===== config.mk =====
export PLATFORM = sky130hd
export DESIGN_NAME = shared_clock_three_adc_reader_core
export DESIGN_NICKNAME = d
export VERILOG_FILES = /design/src/hdl/scar_pkg.sv /design/src/hdl/shared_clock_three_adc_reader_core.sv
export SDC_FILE = /design/constraint.sdc
export NUM_CORES = 1
export LEC_CHECK = 0
export BUFFER_PORTS_ARGS = -buffer_cell sky130_fd_sc_hd__buf_2
export CAP_MARGIN = 20
export CORE_MARGIN = 2
export CORE_UTILIZATION = 44
export DETAILED_ROUTE_END_ITERATION = 10
export GPL_ROUTABILITY_DRIVEN = 0
export MAX_ROUTING_LAYER = met4
export PLACE_DENSITY_LB_ADDON = 0.2
export SYNTH_ARGS = -nofsm -noshare
export SYNTH_HDL_FRONTEND = slang
export SYNTH_SLANG_ARGS = --single-unit
export TNS_END_PERCENT = 10

===== constraint.sdc =====
create_clock -name clk -period 6.3 [get_ports clk]
set_input_delay 1.89 -clock clk [delete_from_list [all_inputs] [get_ports clk]]
set_output_delay 1.89 -clock clk [all_outputs]
set_load 0.1 [all_outputs]

===== src/hdl/scar_pkg.sv =====
// ----------------------------------------------------------------------------
// scar_pkg
// Shared types, constants and helpers for the three-channel serial ADC reader.
// ----------------------------------------------------------------------------
package scar_pkg;

  // Number of data lines that share the serial clock.
  localparam int CHANNELS    = 3;
  // Bits shifted out of each converter per conversion.
  localparam int SAMPLE_BITS = 24;

  // Fixed field widths of the streams.
  localparam int LINE_W = 3;
  localparam int RAW_W  = 24;
  localparam int MS_W   = 16;
  localparam int CNT_W  = 5;

  localparam int IN_DATA_W  = 8;
  localparam int OUT_DATA_W = 104;

  localparam logic [LINE_W-1:0] ALL_CH = LINE_W'((1 << CHANNELS) - 1);

  localparam logic [MS_W-1:0]  TIMEOUT_RESET = 16'd100;
  localparam logic [MS_W-1:0]  WAIT_MAX      = 16'hFFFF;
  localparam logic [CNT_W-1:0] LAST_PULSE    = CNT_W'(SAMPLE_BITS + 1);
  localparam logic [CNT_W-1:0] SHIFT_PULSES  = CNT_W'(SAMPLE_BITS);

  typedef enum logic [1:0] {
    ST_OK        = 2'd0,
    ST_TIMEOUT   = 2'd1,
    ST_STUCK_LOW = 2'd2
  } status_t;

  // Sign-extend the low SAMPLE_BITS bits of a sample to the full raw width.
  function automatic logic [RAW_W-1:0] extend_sample(input logic [RAW_W-1:0] v);
    logic [RAW_W-1:0] r;
    for (int i = 0; i < RAW_W; i++) begin
      r[i] = (i < SAMPLE_BITS) ? v[i] : v[SAMPLE_BITS-1];
    end
    return r;
  endfunction

endpackage : scar_pkg


===== src/hdl/shared_clock_three_adc_reader_core.sv =====
// ----------------------------------------------------------------------------
// shared_clock_three_adc_reader_core
// Group readout of three serial sigma-delta converters on one shared clock.
// ----------------------------------------------------------------------------
// Every input request stands for one half period of the shared serial clock
// and carries the sampled data-line levels, a millisecond tick and a start
// flag; every input request produces exactly one output request, which tells
// the level to drive on the clock line for that half period. A start (tuser
// high while idle) records which lines are already low, then waits until all
// lines are low, counting millisecond ticks; reaching ready_timeout_ms first
// ends the read with a timeout and a stuck-high mask. Once ready, the block
// clocks SAMPLE_BITS bits (MSB first, sampled while the clock is high), gives
// one extra pulse, checks that all lines went high again (else stuck-low) and,
// on success, records on one more half period which lines are already low
// again. The output request that ends a group read carries tlast high and the
// full result; all other output requests carry only the clock level. The block
// takes one request per clock cycle while the output side does not stall:
// the state update and the result are one level of logic between the state
// registers and the output register, and a new request is accepted whenever
// the output register is empty or is being drained in the same cycle; the
// output request is registered.
module shared_clock_three_adc_reader_core (
  input  logic                               clk,
  input  logic                               rst,
  // Configuration: ready timeout in milliseconds.
  input  logic                               cfg_we,
  input  logic [scar_pkg::MS_W-1:0]          cfg_wdata,
  // Input stream.
  input  logic                               s_axis_tvalid,
  output logic                               s_axis_tready,
  // [2:0] dout_levels, [3] ms_tick, [7:4] zero
  input  logic [scar_pkg::IN_DATA_W-1:0]     s_axis_tdata,
  // [0] command
  input  logic                               s_axis_tuser,
  // Output stream.
  output logic                               m_axis_tvalid,
  input  logic                               m_axis_tready,
  // [0] sck_level, [24:1] raw_ch0, [48:25] raw_ch1, [72:49] raw_ch2,
  // [88:73] wait time in ms, [91:89] lines low at start,
  // [94:92] stuck-high lines, [97:95] stuck-low lines,
  // [100:98] early_ready_mask, [103:101] valid lines
  output logic [scar_pkg::OUT_DATA_W-1:0]    m_axis_tdata,
  // done_res
  output logic                               m_axis_tlast,
  // [1:0] status
  output logic [1:0]                         m_axis_tuser
);
  import scar_pkg::*;

  typedef enum logic [2:0] {
    PH_IDLE,
    PH_WAIT,
    PH_HIGH,
    PH_LOW,
    PH_POST,
    PH_EARLY
  } phase_t;

  // Sequencer state.
  phase_t            phase, phase_next;
  logic [CNT_W-1:0]  pulse_counter, pulse_counter_next;
  logic [RAW_W-1:0]  channel_shift [CHANNELS];
  logic [RAW_W-1:0]  channel_shift_next [CHANNELS];
  logic [MS_W-1:0]   wait_counter, wait_counter_next;
  logic [LINE_W-1:0] first_ready_mask, first_ready_mask_next;
  logic [MS_W-1:0]   ready_timeout_ms;

  // Output register.
  logic                  out_valid;
  logic [OUT_DATA_W-1:0] out_data, out_data_next;
  logic                  out_last, out_last_next;
  logic [1:0]            out_user, out_user_next;

  // Unpacked input request.
  logic              command;
  logic [LINE_W-1:0] dout_levels;
  logic              ms_tick;
  logic [LINE_W-1:0] low;
  logic              in_accept;

  // Result fields before packing.
  logic              sck_level;
  logic              finish;
  status_t           status;
  logic [LINE_W-1:0] stuck_high, stuck_low, early_ready;
  logic [RAW_W-1:0]  raw [LINE_W];
  logic [MS_W-1:0]   wait_out;
  logic [LINE_W-1:0] ok_lines;

  assign command     = s_axis_tuser;
  assign dout_levels = s_axis_tdata[LINE_W-1:0];
  assign ms_tick     = s_axis_tdata[LINE_W];
  // Lines of absent channels are masked out; a low line means that channel is ready.
  assign low         = ~dout_levels & ALL_CH;

  // The output register frees up in the same cycle it is drained.
  assign s_axis_tready = !out_valid || m_axis_tready;
  assign in_accept     = s_axis_tvalid && s_axis_tready;

  // Next state and the result of the current half period.
  always_comb begin
    phase_next            = phase;
    pulse_counter_next    = pulse_counter;
    wait_counter_next     = wait_counter;
    first_ready_mask_next = first_ready_mask;
    for (int c = 0; c < CHANNELS; c++) begin
      channel_shift_next[c] = channel_shift[c];
    end
    sck_level   = 1'b0;
    finish      = 1'b0;
    status      = ST_OK;
    stuck_high  = '0;
    stuck_low   = '0;
    early_ready = '0;

    unique case (phase)
      PH_IDLE: begin
        if (command) begin
          for (int c = 0; c < CHANNELS; c++) begin
            channel_shift_next[c] = '0;
          end
          pulse_counter_next    = '0;
          wait_counter_next     = '0;
          first_ready_mask_next = low;
          phase_next            = (low == ALL_CH) ? PH_HIGH : PH_WAIT;
        end
      end
      PH_WAIT: begin
        priority if (low == ALL_CH) begin
          phase_next = PH_HIGH;
        end else if (wait_counter >= ready_timeout_ms) begin
          finish     = 1'b1;
          status     = ST_TIMEOUT;
          stuck_high = ALL_CH & ~low;
          phase_next = PH_IDLE;
        end else if (ms_tick && wait_counter != WAIT_MAX) begin
          wait_counter_next = wait_counter + MS_W'(1);
        end
      end
      PH_HIGH: begin
        // Data is sampled while the clock is high; the extra pulse shifts nothing.
        sck_level = 1'b1;
        if (pulse_counter < SHIFT_PULSES) begin
          for (int c = 0; c < CHANNELS; c++) begin
            channel_shift_next[c] = {channel_shift[c][RAW_W-2:0], dout_levels[c]};
          end
        end
        phase_next = PH_LOW;
      end
      PH_LOW: begin
        pulse_counter_next = pulse_counter + CNT_W'(1);
        phase_next = (pulse_counter_next >= LAST_PULSE) ? PH_POST : PH_HIGH;
      end
      PH_POST: begin
        if (low != '0) begin
          finish     = 1'b1;
          status     = ST_STUCK_LOW;
          stuck_low  = low;
          phase_next = PH_IDLE;
        end else begin
          phase_next = PH_EARLY;
        end
      end
      PH_EARLY: begin
        finish      = 1'b1;
        status      = ST_OK;
        early_ready = low;
        phase_next  = PH_IDLE;
      end
      default: begin
        phase_next = PH_IDLE;
      end
    endcase

    for (int c = 0; c < LINE_W; c++) begin
      if (c < CHANNELS && finish && status != ST_TIMEOUT) begin
        raw[c] = extend_sample(channel_shift[c]);
      end else begin
        raw[c] = '0;
      end
    end
    wait_out = (finish && status != ST_TIMEOUT) ? wait_counter : '0;
    ok_lines = (finish && status == ST_OK) ? ALL_CH : '0;

    out_data_next = {ok_lines, early_ready, stuck_low, stuck_high,
                     finish ? first_ready_mask : {LINE_W{1'b0}},
                     wait_out, raw[2], raw[1], raw[0], sck_level};
    out_last_next = finish;
    out_user_next = finish ? 2'(status) : 2'(ST_OK);
  end

  // State, configuration and output register.
  always_ff @(posedge clk) begin
    if (rst) begin
      phase            <= PH_IDLE;
      pulse_counter    <= '0;
      wait_counter     <= '0;
      first_ready_mask <= '0;
      ready_timeout_ms <= TIMEOUT_RESET;
      out_valid        <= 1'b0;
    end else begin
      if (cfg_we) begin
        ready_timeout_ms <= cfg_wdata;
      end
      if (in_accept) begin
        phase            <= phase_next;
        pulse_counter    <= pulse_counter_next;
        wait_counter     <= wait_counter_next;
        first_ready_mask <= first_ready_mask_next;
        out_valid        <= 1'b1;
      end else if (m_axis_tready) begin
        out_valid <= 1'b0;
      end
    end
  end

  // Sample registers and result payload need no reset.
  always_ff @(posedge clk) begin
    if (in_accept) begin
      for (int c = 0; c < CHANNELS; c++) begin
        channel_shift[c] <= channel_shift_next[c];
      end
      out_data <= out_data_next;
      out_last <= out_last_next;
      out_user <= out_user_next;
    end
  end

  assign m_axis_tvalid = out_valid;
  assign m_axis_tdata  = out_data;
  assign m_axis_tlast  = out_last;
  assign m_axis_tuser  = out_user;

`ifndef ASSERT_OFF
  // The pulse counter never runs past the extra pulse.
  a_pulse_range: assert property (@(posedge clk) disable iff (rst)
    pulse_counter <= LAST_PULSE)
    else $error("pulse counter out of range");

  // A clock-high half period is always followed by a clock-low one.
  a_high_then_low: assert property (@(posedge clk) disable iff (rst)
    (in_accept && phase == PH_HIGH) |=> (phase == PH_LOW))
    else $error("clock high not followed by clock low");

  // Only a finishing request carries a status or result fields.
  a_quiet_unless_done: assert property (@(posedge clk) disable iff (rst)
    (m_axis_tvalid && !m_axis_tlast) |->
      (m_axis_tuser == 2'(ST_OK) && m_axis_tdata[OUT_DATA_W-1:1] == '0))
    else $error("result fields on a non-finishing request");

  // A successful read marks every channel valid, a failed one none.
  a_valid_lines: assert property (@(posedge clk) disable iff (rst)
    (m_axis_tvalid && m_axis_tlast) |->
      ((m_axis_tuser == 2'(ST_OK)) ==
       (m_axis_tdata[OUT_DATA_W-1:OUT_DATA_W-LINE_W] == ALL_CH)))
    else $error("valid lines disagree with status");

  // The output register is empty after reset.
  a_reset_empty: assert property (@(posedge clk)
    rst |=> !m_axis_tvalid)
    else $error("output valid after reset");
`endif

endmodule : shared_clock_three_adc_reader_core

==> flow_metrics.env <==
export IMPL_p_sw_share_pct=29.4
export IMPL_dp_hpwl_um=12000
export IMPL_setup_tns_ps=0
export IMPL_port_buffers=134
export IMPL_grt_max_degree=76
export IMPL_cap_violations=0
export IMPL_cts_clk_slew_worst_paths_ps=60
export IMPL_worstMarginPinSlew_ps=1040
export IMPL_syn_cell_area_sq_um=9310
export IMPL_place_inst=1083
export IMPL_fillCellCount=1776
export IMPL_wl_met3_um=1030
export IMPL_max_slew_margin_pct=30.4
export IMPL_netlist_instances=709
export IMPL_syn_avg_cell_area_sq_um=13.1
export IMPL_layout_common_cells="177 x edfxtp_1, 135 x buf_2, 87 x nor2b_1"
export IMPL_layout_drive_gt1_share_pct=23.9
export IMPL_synthFlopType="edfxtp_1"
export IMPL_fin_skew_ps=17.1
export IMPL_hold_class="reg -> reg"
export IMPL_synth_fp_nets=758
export IMPL_p_per_area_nw_per_um2=330
export IMPL_die_area_sq_um=22300
export IMPL_internal_power_uw=2560
export IMPL_die_w_um=149
export IMPL_viasPerCell=5.21
export IMPL_period_share_pct=70.2
export IMPL_initial_core_util_pct=44.6
export IMPL_area_delta_synth_final_pct=18.0
export IMPL_critical_path_required_ps=4410
export IMPL_route_detailed_drc=0
export IMPL_clk_latency_ps=500
export IMPL_setup_violations=0
export IMPL_synthTopCellsByArea="edfxtp_1 57%, dfxtp_1 9.5%, nor2b_1 5.8%, and3_1 5.5%, ha_1 2.6%"
export IMPL_layout_nets=884
export IMPL_cts_buffers=23
export IMPL_crit_top_cell="buf_2"
export IMPL_drt_initial_drc_count=441
export IMPL_cp_slowest_cell="buf_2"
export IMPL_grt_pass1_vias=5605
export IMPL_cts_setup_buffers=0
export IMPL_ctsRootBufferMaster="clkbuf_16"
export IMPL_fmax_mhz=226
export IMPL_synth_edf_count=177
export IMPL_fin_crit_ps=4420
export IMPL_grt_usage_pct=16.7
export IMPL_grt_overflow=0
export IMPL_drv_slew=0
export IMPL_pwr_share_clk_pct=36.9
export IMPL_multiInputGateArea_sq_um=2820
export IMPL_p_switching_uw=1070
export IMPL_status="complete, no violations"
export IMPL_worst_setup_path_start_kind="primary input"
export IMPL_final_hold_viol_count=0
export IMPL_via_count=5875
export IMPL_p_comb_share_pct=16.1
export IMPL_htree_levels=1
export IMPL_ys_types=67
export IMPL_die_h_um=149
export IMPL_ys_warn_count=0
export IMPL_seq_area_frac_synth_pct=66.6
export IMPL_cts_repair_resized=0
export IMPL_vdd_ir_drop_max_mv=0.159
export IMPL_layout_commonest_cell="edfxtp_1"
export IMPL_criticalPathCategory="in -> out"
export IMPL_ant_nets=0
export IMPL_diodes=0
export IMPL_synth_seq_cells=221
export IMPL_yosys_area_top_type_share_pct=57.1
export IMPL_total_power_uw=3630
export IMPL_rsz0062_at_grt="no"
export IMPL_cts_tree="built"
export IMPL_grt_pass1_wl_um=29100
export IMPL_endpoint_kind="output pin"
export IMPL_seq_power_share_pct=47.0
export IMPL_antenna_found_initial=0
export IMPL_cts_sinks=221
export IMPL_first_pass_iters=5
export IMPL_critPathArrivalTime_ps=2530
export IMPL_crit_fanout=3
export IMPL_crit_chain="buf_2 > nand2b_1 > buf_2"
export IMPL_top_layer_used="met4"
export IMPL_synth_async_sr_flop_share_pct=0
export IMPL_drt_met1_wl_um=8660
export IMPL_routed_wl_um=18500
export IMPL_core_area_sq_um=20900
export IMPL_wl_met2_um=8500
export IMPL_finalNonFillerCells=1127
export IMPL_rows=53
export IMPL_p_leak_uw=0.00447
export IMPL_cts_max_path_buffers=3
export IMPL_regArea_sq_um=6200
export IMPL_yosysTopAreaCell="edfxtp_1"
export IMPL_cpPeakStageDelay_ps=440
export IMPL_pin_count=139
export IMPL_postCtsHoldBufs=0
export IMPL_post_drt_wl_per_cell_um=16.4
[metrics by stage]
stage          hold slack (ps)  utilization (%)  setup WS (ps)  cell area, sq um
2_1_floorplan              459                -            235              9310
4_1_cts                    490             52.4           1880             11000
6_report                   486             52.6           1880             11000
3_3_place_gp               476             48.8           1790             10200
3_5_place_dp               480             48.8           1590             10200
5_1_grt                    505             52.6           1850             11000
[final cells by class]
type / instances / area share (%)
clock buffers: 24 / 5.27
repair buffers: 142 / 6.81
clock inverters: 18 / 1.58
flip-flops and latches: 221 / 56.4
well taps: 275 / 3.13
multi-input cells: 416 / 25.7
inverters: 31 / 1.09
[registers in the layout (all words and copies together), names as in the netlist]
signal            cells
ready_timeout_ms     16
m_axis_tdata        102
wait_counter         16
m_axis_tlast          1
m_axis_tuser          2
phase                 3
m_axis_tvalid         1
channel_shift        72
pulse_counter         5
first_ready_mask      3
[critical path: cells and delay by family]
| kind | cells | cell delay (ps) |
|---|---|---|
| buffers and inverters | 2 | 510 |
| AND/OR/NAND/NOR | 1 | 130 |
[synth_stat cells (10+ instances only)]
| cell | instances |
|---|---|
| a21oi_1 | 18 |
| clkbuf_1 | 32 |
| inv_1 | 31 |
| nor2_1 | 46 |
| nand3_1 | 16 |
| nand4_1 | 10 |
| edfxtp_1 | 177 |
| nand2_1 | 17 |
| and3_1 | 82 |
| dfxtp_1 | 44 |
| nor2b_1 | 87 |
| mux2i_1 | 14 |
| o21ai_1 | 10 |
| ha_1 | 19 |
[kinds of logic (layout without fill, tap and decap cells)]
family	after synthesis	after routing	synth area share, %
flip-flops	221	221	66.6
AND/OR/NAND/NOR	299	299	18.9
AO/OA/AOI/OAI	81	81	6.79
XOR/XNOR	1	1	0.0941
buffers and inverters	72	215	3.35
adder cells (fa/ha/maj)	19	19	2.55
multiplexers	16	16	1.75
[power by group through the flow]
stage	clock network (uW)	registers (uW)	logic (uW)
floorplan	0	2060	163
global placement	0	1740	578
detailed placement	0	1740	585
CTS	1370	1710	585
global route	1420	1720	613
finish	1340	1710	584
[layer usage]
layer,global-route usage [%],vias up
met3,2.35,30
met2,26.1,202
li1,-,2844
met4,4.57,0
met1,23.2,2799
met5,-,-
[path summary, 6_finish.rpt]
path              slack (ps)                                to  cells after the start                        startpoint
setup / recovery        1880                     s_axis_tready                      3                     m_axis_tready
hold / removal           490  ready_timeout_ms[5]$_SDFFE_PP1P_                      2  ready_timeout_ms[5]$_SDFFE_PP1P_
setup reg to reg        3260    m_axis_tdata[90]$_SDFFCE_PN0P_                      8             phase[0]$_SDFFE_PP0P_
hold reg to reg          490  ready_timeout_ms[5]$_SDFFE_PP1P_                      2  ready_timeout_ms[5]$_SDFFE_PP1P_
Note: power is estimated with default switching activity, not from simulation.
